$ cat config.mk
export PLATFORM = sky130hd
export DESIGN_NAME = pid_speed_loop_with_integral_separation_top
export DESIGN_NICKNAME = d
export VERILOG_FILES = /design/src/rtl/core/pidsl_pkg.sv /design/src/rtl/core/pidsl_core.sv /design/src/rtl/core/pid_speed_loop_with_integral_separation_top.sv
export VERILOG_INCLUDE_DIRS = /design/src /design/src/rtl/core
export SDC_FILE = /design/constraint.sdc
export NUM_CORES = 2
export LEC_CHECK = 0
export ABC_AREA = 1
export BUFFER_PORTS_ARGS = -buffer_cell sky130_fd_sc_hd__buf_2
export CAP_MARGIN = 20
export CORE_UTILIZATION = 45
export CTS_CLUSTER_DIAMETER = 120
export DETAILED_ROUTE_END_ITERATION = 6
export SYNTH_ARGS = -nofsm -noshare
export SYNTH_HDL_FRONTEND = slang
export SYNTH_SLANG_ARGS = --single-unit
$ cat constraint.sdc
create_clock -name clk -period 7.1 [get_ports clk]
set_clock_uncertainty 0.1 [all_clocks]
set_input_delay 0.71 -clock clk [delete_from_list [all_inputs] [get_ports clk]]
set_output_delay 0.71 -clock clk [all_outputs]
set_load 0.005 [all_outputs]
$ cat src/rtl/core/pid_speed_loop_with_integral_separation_top_assert.svh
// Assertion macros for the PID speed loop, empty when SYNTHESIS is defined.
`ifndef PID_SPEED_LOOP_WITH_INTEGRAL_SEPARATION_TOP_ASSERT_SVH
`define PID_SPEED_LOOP_WITH_INTEGRAL_SEPARATION_TOP_ASSERT_SVH

`ifndef SYNTHESIS

// Condition must hold at every clock edge out of reset
`define PIDSL_ASSERT(label, cond) \
  label: assert property (@(posedge clk) disable iff (!rst_n) (cond)) \
    else $error("pid speed loop: invariant violated");

// When pre holds, post must hold in the next cycle
`define PIDSL_ASSERT_NEXT(label, pre, post) \
  label: assert property (@(posedge clk) disable iff (!rst_n) (pre) |=> (post)) \
    else $error("pid speed loop: sequence violated");

`else

`define PIDSL_ASSERT(label, cond)
`define PIDSL_ASSERT_NEXT(label, pre, post)

`endif

`endif

$ cat src/rtl/core/pidsl_pkg.sv
// Shared types, register codes and constants of the PID speed loop.
package pidsl_pkg;

  // Configuration register indexes
  localparam logic [2:0] REG_GAIN_P         = 3'd0;
  localparam logic [2:0] REG_GAIN_I         = 3'd1;
  localparam logic [2:0] REG_GAIN_D         = 3'd2;
  localparam logic [2:0] REG_SEPARATION     = 3'd3;
  localparam logic [2:0] REG_INTEGRAL_LIMIT = 3'd4;
  localparam logic [2:0] REG_OUTPUT_LIMIT   = 3'd5;
  localparam logic [2:0] REG_USE_DERIVATIVE = 3'd6;

  localparam int CFG_IDX_W  = 3;
  localparam int CFG_DATA_W = 24;

  // Reset values of the registers
  localparam logic [15:0] RST_SEPARATION     = 16'd65535;
  localparam logic [23:0] RST_INTEGRAL_LIMIT = 24'd10000;
  localparam logic [14:0] RST_OUTPUT_LIMIT   = 15'd9500;

  // Items allowed in flight: pipeline plus output queue
  localparam int CREDITS = 8;
  localparam int CNT_W   = $clog2(CREDITS + 1);
  localparam int PTR_W   = $clog2(CREDITS);

  typedef struct packed {
    logic [15:0] gain_p;
    logic [15:0] gain_i;
    logic [15:0] gain_d;
    logic [15:0] separation_threshold;
    logic [23:0] integral_limit;
    logic [14:0] output_limit;
    logic        use_derivative;
  } pidsl_cfg_t;

  typedef struct packed {
    logic              valid;
    logic signed [15:0] drive;
  } pidsl_res_t;

endpackage

$ cat src/rtl/core/pidsl_core.sv
// Three-stage PID datapath: error, integral/derivative state, products, saturation.
module pidsl_core (
  input  logic                clk,
  input  logic                rst_n,
  input  logic                in_fire,
  input  logic signed [15:0]  tgt_speed,
  input  logic signed [15:0]  measured_speed,
  input  pidsl_pkg::pidsl_cfg_t cfg,
  output pidsl_pkg::pidsl_res_t res
);

  // Stage 1: error
  logic               s1_valid_r;
  logic signed [16:0] s1_err_r;

  // Stage 2: loop state and per-item terms
  logic               s2_valid_r;
  logic signed [16:0] s2_err_r;
  logic signed [24:0] s2_isum_r;
  logic signed [17:0] s2_diff_r;
  logic signed [24:0] isum_r, isum_nxt;
  logic signed [16:0] prev_err_r;

  // Stage 3: products
  logic               s3_valid_r;
  logic signed [33:0] p_prod_r;
  logic signed [41:0] i_prod_r;
  logic signed [34:0] d_prod_r;

  logic [16:0]        err_mag;
  logic               in_band;
  logic signed [25:0] isum_sum;
  logic signed [25:0] ilim;
  logic signed [17:0] diff;
  logic signed [33:0] p_prod;
  logic signed [41:0] i_prod;
  logic signed [34:0] d_prod;
  logic signed [35:0] total;
  logic signed [35:0] olim;
  logic signed [15:0] drive;

  // Integral with separation band, then clamp; derivative difference
  always_comb begin
    err_mag  = s1_err_r[16] ? 17'(-s1_err_r) : 17'(s1_err_r);
    in_band  = err_mag <= {1'b0, cfg.separation_threshold};
    ilim     = $signed({2'b00, cfg.integral_limit});
    isum_sum = 26'(isum_r) + (in_band ? 26'(s1_err_r) : 26'sd0);
    if (isum_sum > ilim) begin
      isum_nxt = 25'(ilim);
    end else if (isum_sum < -ilim) begin
      isum_nxt = 25'(-ilim);
    end else begin
      isum_nxt = 25'(isum_sum);
    end
    diff = cfg.use_derivative ? (18'(s1_err_r) - 18'(prev_err_r)) : 18'sd0;
  end

  // Gain products, each operand taken as signed with an unsigned gain
  always_comb begin
    p_prod = $signed({1'b0, cfg.gain_p}) * s2_err_r;
    i_prod = $signed({1'b0, cfg.gain_i}) * s2_isum_r;
    d_prod = $signed({1'b0, cfg.gain_d}) * s2_diff_r;
  end

  // Floor shift by 8, sum, saturate
  always_comb begin
    total = 36'($signed(p_prod_r[33:8])) + 36'($signed(i_prod_r[41:8]))
          + 36'($signed(d_prod_r[34:8]));
    olim  = $signed({21'd0, cfg.output_limit});
    if (total > olim) begin
      drive = 16'(olim);
    end else if (total < -olim) begin
      drive = 16'(-olim);
    end else begin
      drive = 16'(total);
    end
  end

  // Control and loop state
  always_ff @(posedge clk) begin
    if (!rst_n) begin
      s1_valid_r <= 1'b0;
      s2_valid_r <= 1'b0;
      s3_valid_r <= 1'b0;
      isum_r     <= '0;
      prev_err_r <= '0;
    end else begin
      s1_valid_r <= in_fire;
      s2_valid_r <= s1_valid_r;
      s3_valid_r <= s2_valid_r;
      if (s1_valid_r) begin
        isum_r <= isum_nxt;
        if (cfg.use_derivative) begin
          prev_err_r <= s1_err_r;
        end
      end
    end
  end

  // Payload pipeline
  always_ff @(posedge clk) begin
    s1_err_r  <= 17'(tgt_speed) - 17'(measured_speed);
    s2_err_r  <= s1_err_r;
    s2_isum_r <= isum_nxt;
    s2_diff_r <= diff;
    p_prod_r  <= p_prod;
    i_prod_r  <= i_prod;
    d_prod_r  <= d_prod;
  end

  assign res.valid = s3_valid_r;
  assign res.drive = drive;

endmodule

$ cat src/rtl/core/pid_speed_loop_with_integral_separation_top.sv
// Top level of the PID speed loop: config registers, credit count, output queue.
//
// Usage:
// - Input channel (in_valid/in_ready) carries a target and a measured speed.
// - Result channel (out_valid/out_ready) carries one saturated drive per item.
// - Config port: cfg_we writes cfg_wdata into register cfg_index at the clock
//   edge (0 gain_p, 1 gain_i, 2 gain_d, 3 separation_threshold,
//   4 integral_limit, 5 output_limit, 6 use_derivative); index 7 is ignored.
//   Write only while no item is in flight.
// - Path: the drive passes the error, loop state and gain product registers
//   and then the queue before it is offered (sum and saturation feed the
//   queue directly).
// - Throughput: one item per cycle while in_ready is high; the integral update is a single add and
//   clamp on registered state, so each item sees the previous item's state.
// - Up to 8 items may be in flight; results wait in an 8-entry queue while the
//   receiver stalls, and in_ready drops once 8 results are owed.
// - Reset (rst_n low, synchronous) clears the integral, the last error, the
//   queue and restores register defaults.
module pid_speed_loop_with_integral_separation_top (
  input  logic                                 clk,
  input  logic                                 rst_n,
  input  logic                                 in_valid,
  output logic                                 in_ready,
  input  logic signed [15:0]                   in_target_speed,
  input  logic signed [15:0]                   in_measured_speed,
  output logic                                 out_valid,
  input  logic                                 out_ready,
  output logic signed [15:0]                   out_drive,
  input  logic                                 cfg_we,
  input  logic [pidsl_pkg::CFG_IDX_W-1:0]      cfg_index,
  input  logic [pidsl_pkg::CFG_DATA_W-1:0]     cfg_wdata
);

`include "pid_speed_loop_with_integral_separation_top_assert.svh"

  pidsl_pkg::pidsl_cfg_t cfg_r;
  pidsl_pkg::pidsl_res_t res;

  logic [pidsl_pkg::CNT_W-1:0] inflight_r;
  logic [pidsl_pkg::CNT_W-1:0] fifo_cnt_r;
  logic [pidsl_pkg::PTR_W-1:0] wr_ptr_r;
  logic [pidsl_pkg::PTR_W-1:0] rd_ptr_r;
  logic signed [15:0]          fifo_mem_r [pidsl_pkg::CREDITS];

  logic in_fire;
  logic out_fire;

  assign in_ready  = inflight_r < pidsl_pkg::CNT_W'(pidsl_pkg::CREDITS);
  assign in_fire   = in_valid & in_ready;
  assign out_valid = fifo_cnt_r != '0;
  assign out_fire  = out_valid & out_ready;
  assign out_drive = fifo_mem_r[rd_ptr_r];

  // Configuration registers
  always_ff @(posedge clk) begin
    if (!rst_n) begin
      cfg_r.gain_p               <= '0;
      cfg_r.gain_i               <= '0;
      cfg_r.gain_d               <= '0;
      cfg_r.separation_threshold <= pidsl_pkg::RST_SEPARATION;
      cfg_r.integral_limit       <= pidsl_pkg::RST_INTEGRAL_LIMIT;
      cfg_r.output_limit         <= pidsl_pkg::RST_OUTPUT_LIMIT;
      cfg_r.use_derivative       <= 1'b0;
    end else if (cfg_we) begin
      case (cfg_index)
        pidsl_pkg::REG_GAIN_P:         cfg_r.gain_p <= cfg_wdata[15:0];
        pidsl_pkg::REG_GAIN_I:         cfg_r.gain_i <= cfg_wdata[15:0];
        pidsl_pkg::REG_GAIN_D:         cfg_r.gain_d <= cfg_wdata[15:0];
        pidsl_pkg::REG_SEPARATION:     cfg_r.separation_threshold <= cfg_wdata[15:0];
        pidsl_pkg::REG_INTEGRAL_LIMIT: cfg_r.integral_limit <= cfg_wdata[23:0];
        pidsl_pkg::REG_OUTPUT_LIMIT:   cfg_r.output_limit <= cfg_wdata[14:0];
        pidsl_pkg::REG_USE_DERIVATIVE: cfg_r.use_derivative <= cfg_wdata[0];
        default: ;
      endcase
    end
  end

  pidsl_core u_core (
    .clk            (clk),
    .rst_n          (rst_n),
    .in_fire        (in_fire),
    .tgt_speed      (in_target_speed),
    .measured_speed (in_measured_speed),
    .cfg            (cfg_r),
    .res            (res)
  );

  // Credit count and queue pointers
  always_ff @(posedge clk) begin
    if (!rst_n) begin
      inflight_r <= '0;
      fifo_cnt_r <= '0;
      wr_ptr_r   <= '0;
      rd_ptr_r   <= '0;
    end else begin
      case ({in_fire, out_fire})
        2'b10:   inflight_r <= inflight_r + 1'b1;
        2'b01:   inflight_r <= inflight_r - 1'b1;
        default: ;
      endcase
      case ({res.valid, out_fire})
        2'b10:   fifo_cnt_r <= fifo_cnt_r + 1'b1;
        2'b01:   fifo_cnt_r <= fifo_cnt_r - 1'b1;
        default: ;
      endcase
      if (res.valid) begin
        wr_ptr_r <= wr_ptr_r + 1'b1;
      end
      if (out_fire) begin
        rd_ptr_r <= rd_ptr_r + 1'b1;
      end
    end
  end

  // Queue storage
  always_ff @(posedge clk) begin
    if (res.valid) begin
      fifo_mem_r[wr_ptr_r] <= res.drive;
    end
  end

  // Checks
  `PIDSL_ASSERT(a_credit_bound, inflight_r <= pidsl_pkg::CNT_W'(pidsl_pkg::CREDITS))
  `PIDSL_ASSERT(a_queue_within_credits, fifo_cnt_r <= inflight_r)
  `PIDSL_ASSERT_NEXT(a_credit_take, in_fire && !out_fire, inflight_r == $past(inflight_r) + 1'b1)
  `PIDSL_ASSERT_NEXT(a_credit_return, out_fire && !in_fire, inflight_r == $past(inflight_r) - 1'b1)

endmodule
==> summary.md <==
| Metric | Value |
|---|---|
| Largest net degree at the start of global routing | 73 |
| Hold_sp | cfg_wdata[19] |
| P&R area growth vs syn | 7.997% |
| Synthesized netlist cell count | 7556 |
| Combinational share of power | 0.558 |
| Critical path peak fanout | 14 |
| CTS sink cnt | 458 |
| Initial core utilization | 0.4554 |
| Vias in the first global route | 48730 |
| DRC violations left | 16 |
| Worst hold slack | 0.2714 ns |
| Critical Path AT | 7.12 ns |
| Final-report setup violation count | 0 |
| Yosys warnings | 0 |
| Die span in x | 367.4 um |
| Initial antenna violation count | 10 |
| First-pass GRT wire length | 270.1 mm |
| Die ar. | 135000 um^2 |
| Count of buffers from port buffering | 81 |
| CTS tree | built |
| Final WL | 169.9 mm |
| Syn Area/Cell | 7.953 um^2 |
| Root buffer cell | clkbuf_16 |
| P_sw | 7328 uW |
| FF-to-FF Start | cfg_r[77] |
| Rows | 133 |
| Max Clk Rate | 149.1 MHz |
| Core area | 132000 um^2 |
| Max_cap viols | 0 |
| CP Launch Type | flop |
| Layout cells sized above 1 | 0.05985 |
| Post-layout nets | 9067 |
| Data required time of the worst path | 7.51 ns |
| Later-pin clock latency in the skew report | 0.63 ns |
| IO Pins | 82 |
| All-Layer GR Usage | 0.2546 |
| Prevailing post-synth register cell | dfxtp_1 |
| Leakage | 0.03389 uW |
| Slew margin rel. | 0.2254 |
| CP Class | flop to flop |
| DR vias | 47660 |
| Dpl ws | 0.006617 ns |
| Unique masters post-synth | 56 |
| WL/cell | 18.18 um |
| Internal power | 7789 uW |
| Clock transition at path regs | 0.07 ns |
| Critical Path Start | cfg_r[77] |
| Clk network pwr share | 0.183 |
| Clock H-tree levels | 2 |
| Final Wtd Congestion | 0.9282 |
| Die height | 367.4 um |
| Fin. max-slew vios | 0 |
| Post-CTS Hold Buffers | 0 |
| Seq pwr share | 0.260 |
| Worst setup margin | 0.3916 ns |
| Post-synth net total | 9077 |
| Detail Route Antenna Nets | 0 |
| Seq cells post-synth | 458 |
| Failing checks | design-rule violations |
| Number of flops mapped to enable cells by yosys | 128 |
| DR pass1 iterations | 7 |
| Cell accounting for the most synthesized area | fa_1 |
| Grt total ovfl | 0 |
| Synth area leaders | fa_1 (31%), inv_1 (11%), ha_1 (11%) |
| Commonest cells in the netlist | inv_1 (1791), nand2_1 (1593), fa_1 (928) |
| Top cell type's share of synthesized area | 0.3092 |
| Hold/Removal Path Class | primary input to flop |
| Pwr dens | 232.9 nW/um^2 |
| Peak supply drop | 0.2003 mV |
| Post-synth ARST share | 0 |
| Pwr Total | 15120 uW |
| Final period utilization | 0.9449 |
| Switch share | 0.4848 |
| Setup TNS | 0 ns |
| Fin crit period | 6.708 ns |
| Measured slew at the worst slew-check pin | 1.162 ns |
| Via density | 5.102 |
| Cts bufs inserted | 52 |
| DP HPWL | 137.4 mm |
| RSZ-0062 raised after global routing | yes |
| Hold Fails Final Rpt | 0 |
| Post-synthesis sequential area ratio | 0.1739 |
| CP endpoint kind | flop |
| Area of the mapped netlist | 60090 um^2 |
| Clock Path Buffers | 3 |
| Top-count cell post-synth | inv_1 |
| Iter 0 DRT Violations | 3504 |
| Outcome | complete, but fails checks |
==> stage by stage <==
stage / area [um^2] / std cells / utilization
floorplan: 60090 / 7556 / -
global placement: 62610 / 9230 / 0.4744
detailed placement: 62610 / 9230 / 0.4744
CTS: 64350 / 9324 / 0.4876
global route: 64900 / 9341 / 0.4918
finish: 64900 / 9342 / 0.4918
==> path summary, 6_finish.rpt <==
kind         cells after the start             endpoint  slack, ns
min reg2reg                      0   u_core.s2_err_r[0]       0.30
max reg2reg                     16  u_core.i_prod_r[35]       0.39
min                              3            cfg_r[35]       0.27
max                             16  u_core.i_prod_r[35]       0.39
==> routing by layer <==
metal	track usage	share of wire
met1	0.3510	0.44
met2	0.4165	0.46
met3	0.03846	0.069
met4	0.06723	0.028
met5	0	0.00016
==> repair_timing <==
| item | CTS | global route |
|---|---|---|
| pin swaps | 0 | 14 |
| cloned | 0 | 3 |
| gates resized for setup | 3 | 75 |
| setup endpoints to repair | 22 | 50 |
| buffers inserted | 0 | 12 |
==> registers in the layout (all words and copies together), names as in the netlist, 18 cells and up, named ones only <==
signal and cells:
cfg_r 104, fifo_mem_r 128, u_core.d_prod_r 27, u_core.i_prod_r 34, u_core.isum_r 25, u_core.p_prod_r 26
u_core.s2_diff_r 18, u_core.s2_isum_r 25
==> logic make-up (layout without fill, tap and decap cells) <==
| group | Yosys count | after routing | synth area share |
|---|---|---|---|
| AO/OA/AOI/OAI | 853 | 853 | 0.07783 |
| XOR/XNOR | 206 | 206 | 0.03084 |
| adder cells (fa/ha/maj) | 1457 | 1457 | 0.4193 |
| buffers and inverters | 2113 | 2142 | 0.1330 |
| flip-flops | 458 | 458 | 0.1739 |
| other | 0 | 1 | 0 |
| AND/OR/NAND/NOR | 2469 | 2470 | 0.1652 |
==> cells in the final DEF (no fill, tap or decap), types with 35 or more instances in the layout <==
cell type,instances
dfxtp_1,327
edfxtp_1,128
a21oi_1,344
xnor2_1,63
a31oi_1,35
fa_1,927
inv_1,1791
nand4_1,47
ha_1,518
nand2_1,1584
buf_4,159
xor2_1,130
clkbuf_16,54
nor2_1,514
nor3_1,52
buf_2,80
o21ai_0,331
nand3_1,179
==> critical path, cell delays in order, from the launching register on <==
cell and delay [ns]:
dfxtp_1 0.81, nand2_1 0.20, inv_1 0.17, fa_1 0.45, fa_1 0.82, inv_1 0.16, fa_1 0.49, fa_1 0.59
fa_1 0.44, fa_1 0.49, inv_1 0.04, ha_1 0.35, nand2_1 0.14, nor4_1 0.47, nand3_1 0.13, o21ai_0 0.47
xor2_1 0.32
==> power groups by stage <==
stage | Sequential (uW) | Combinational [uW] | Clock (uW)
2_1_floorplan | 3490 | 5880 | 0
3_5_place_dp | 3960 | 8140 | 0
5_1_grt | 3950 | 9460 | 2910
4_1_cts | 3900 | 8200 | 2800
6_report | 3920 | 8430 | 2760
3_3_place_gp | 3960 | 8030 | 0
==> layout make-up <==
type / instances / area [um^2]
repair buffers: 248 / 1755
fillers: 12810 / 67060
multi-input cells: 4986 / 42020
diodes: 1 / 2.502
flip-flops and latches: 458 / 10450
clock inverters: 29 / 296.5
inverters: 1800 / 6756
well taps: 1755 / 2196
clock buffers: 65 / 1421
(Power assumes the default switching activity.)
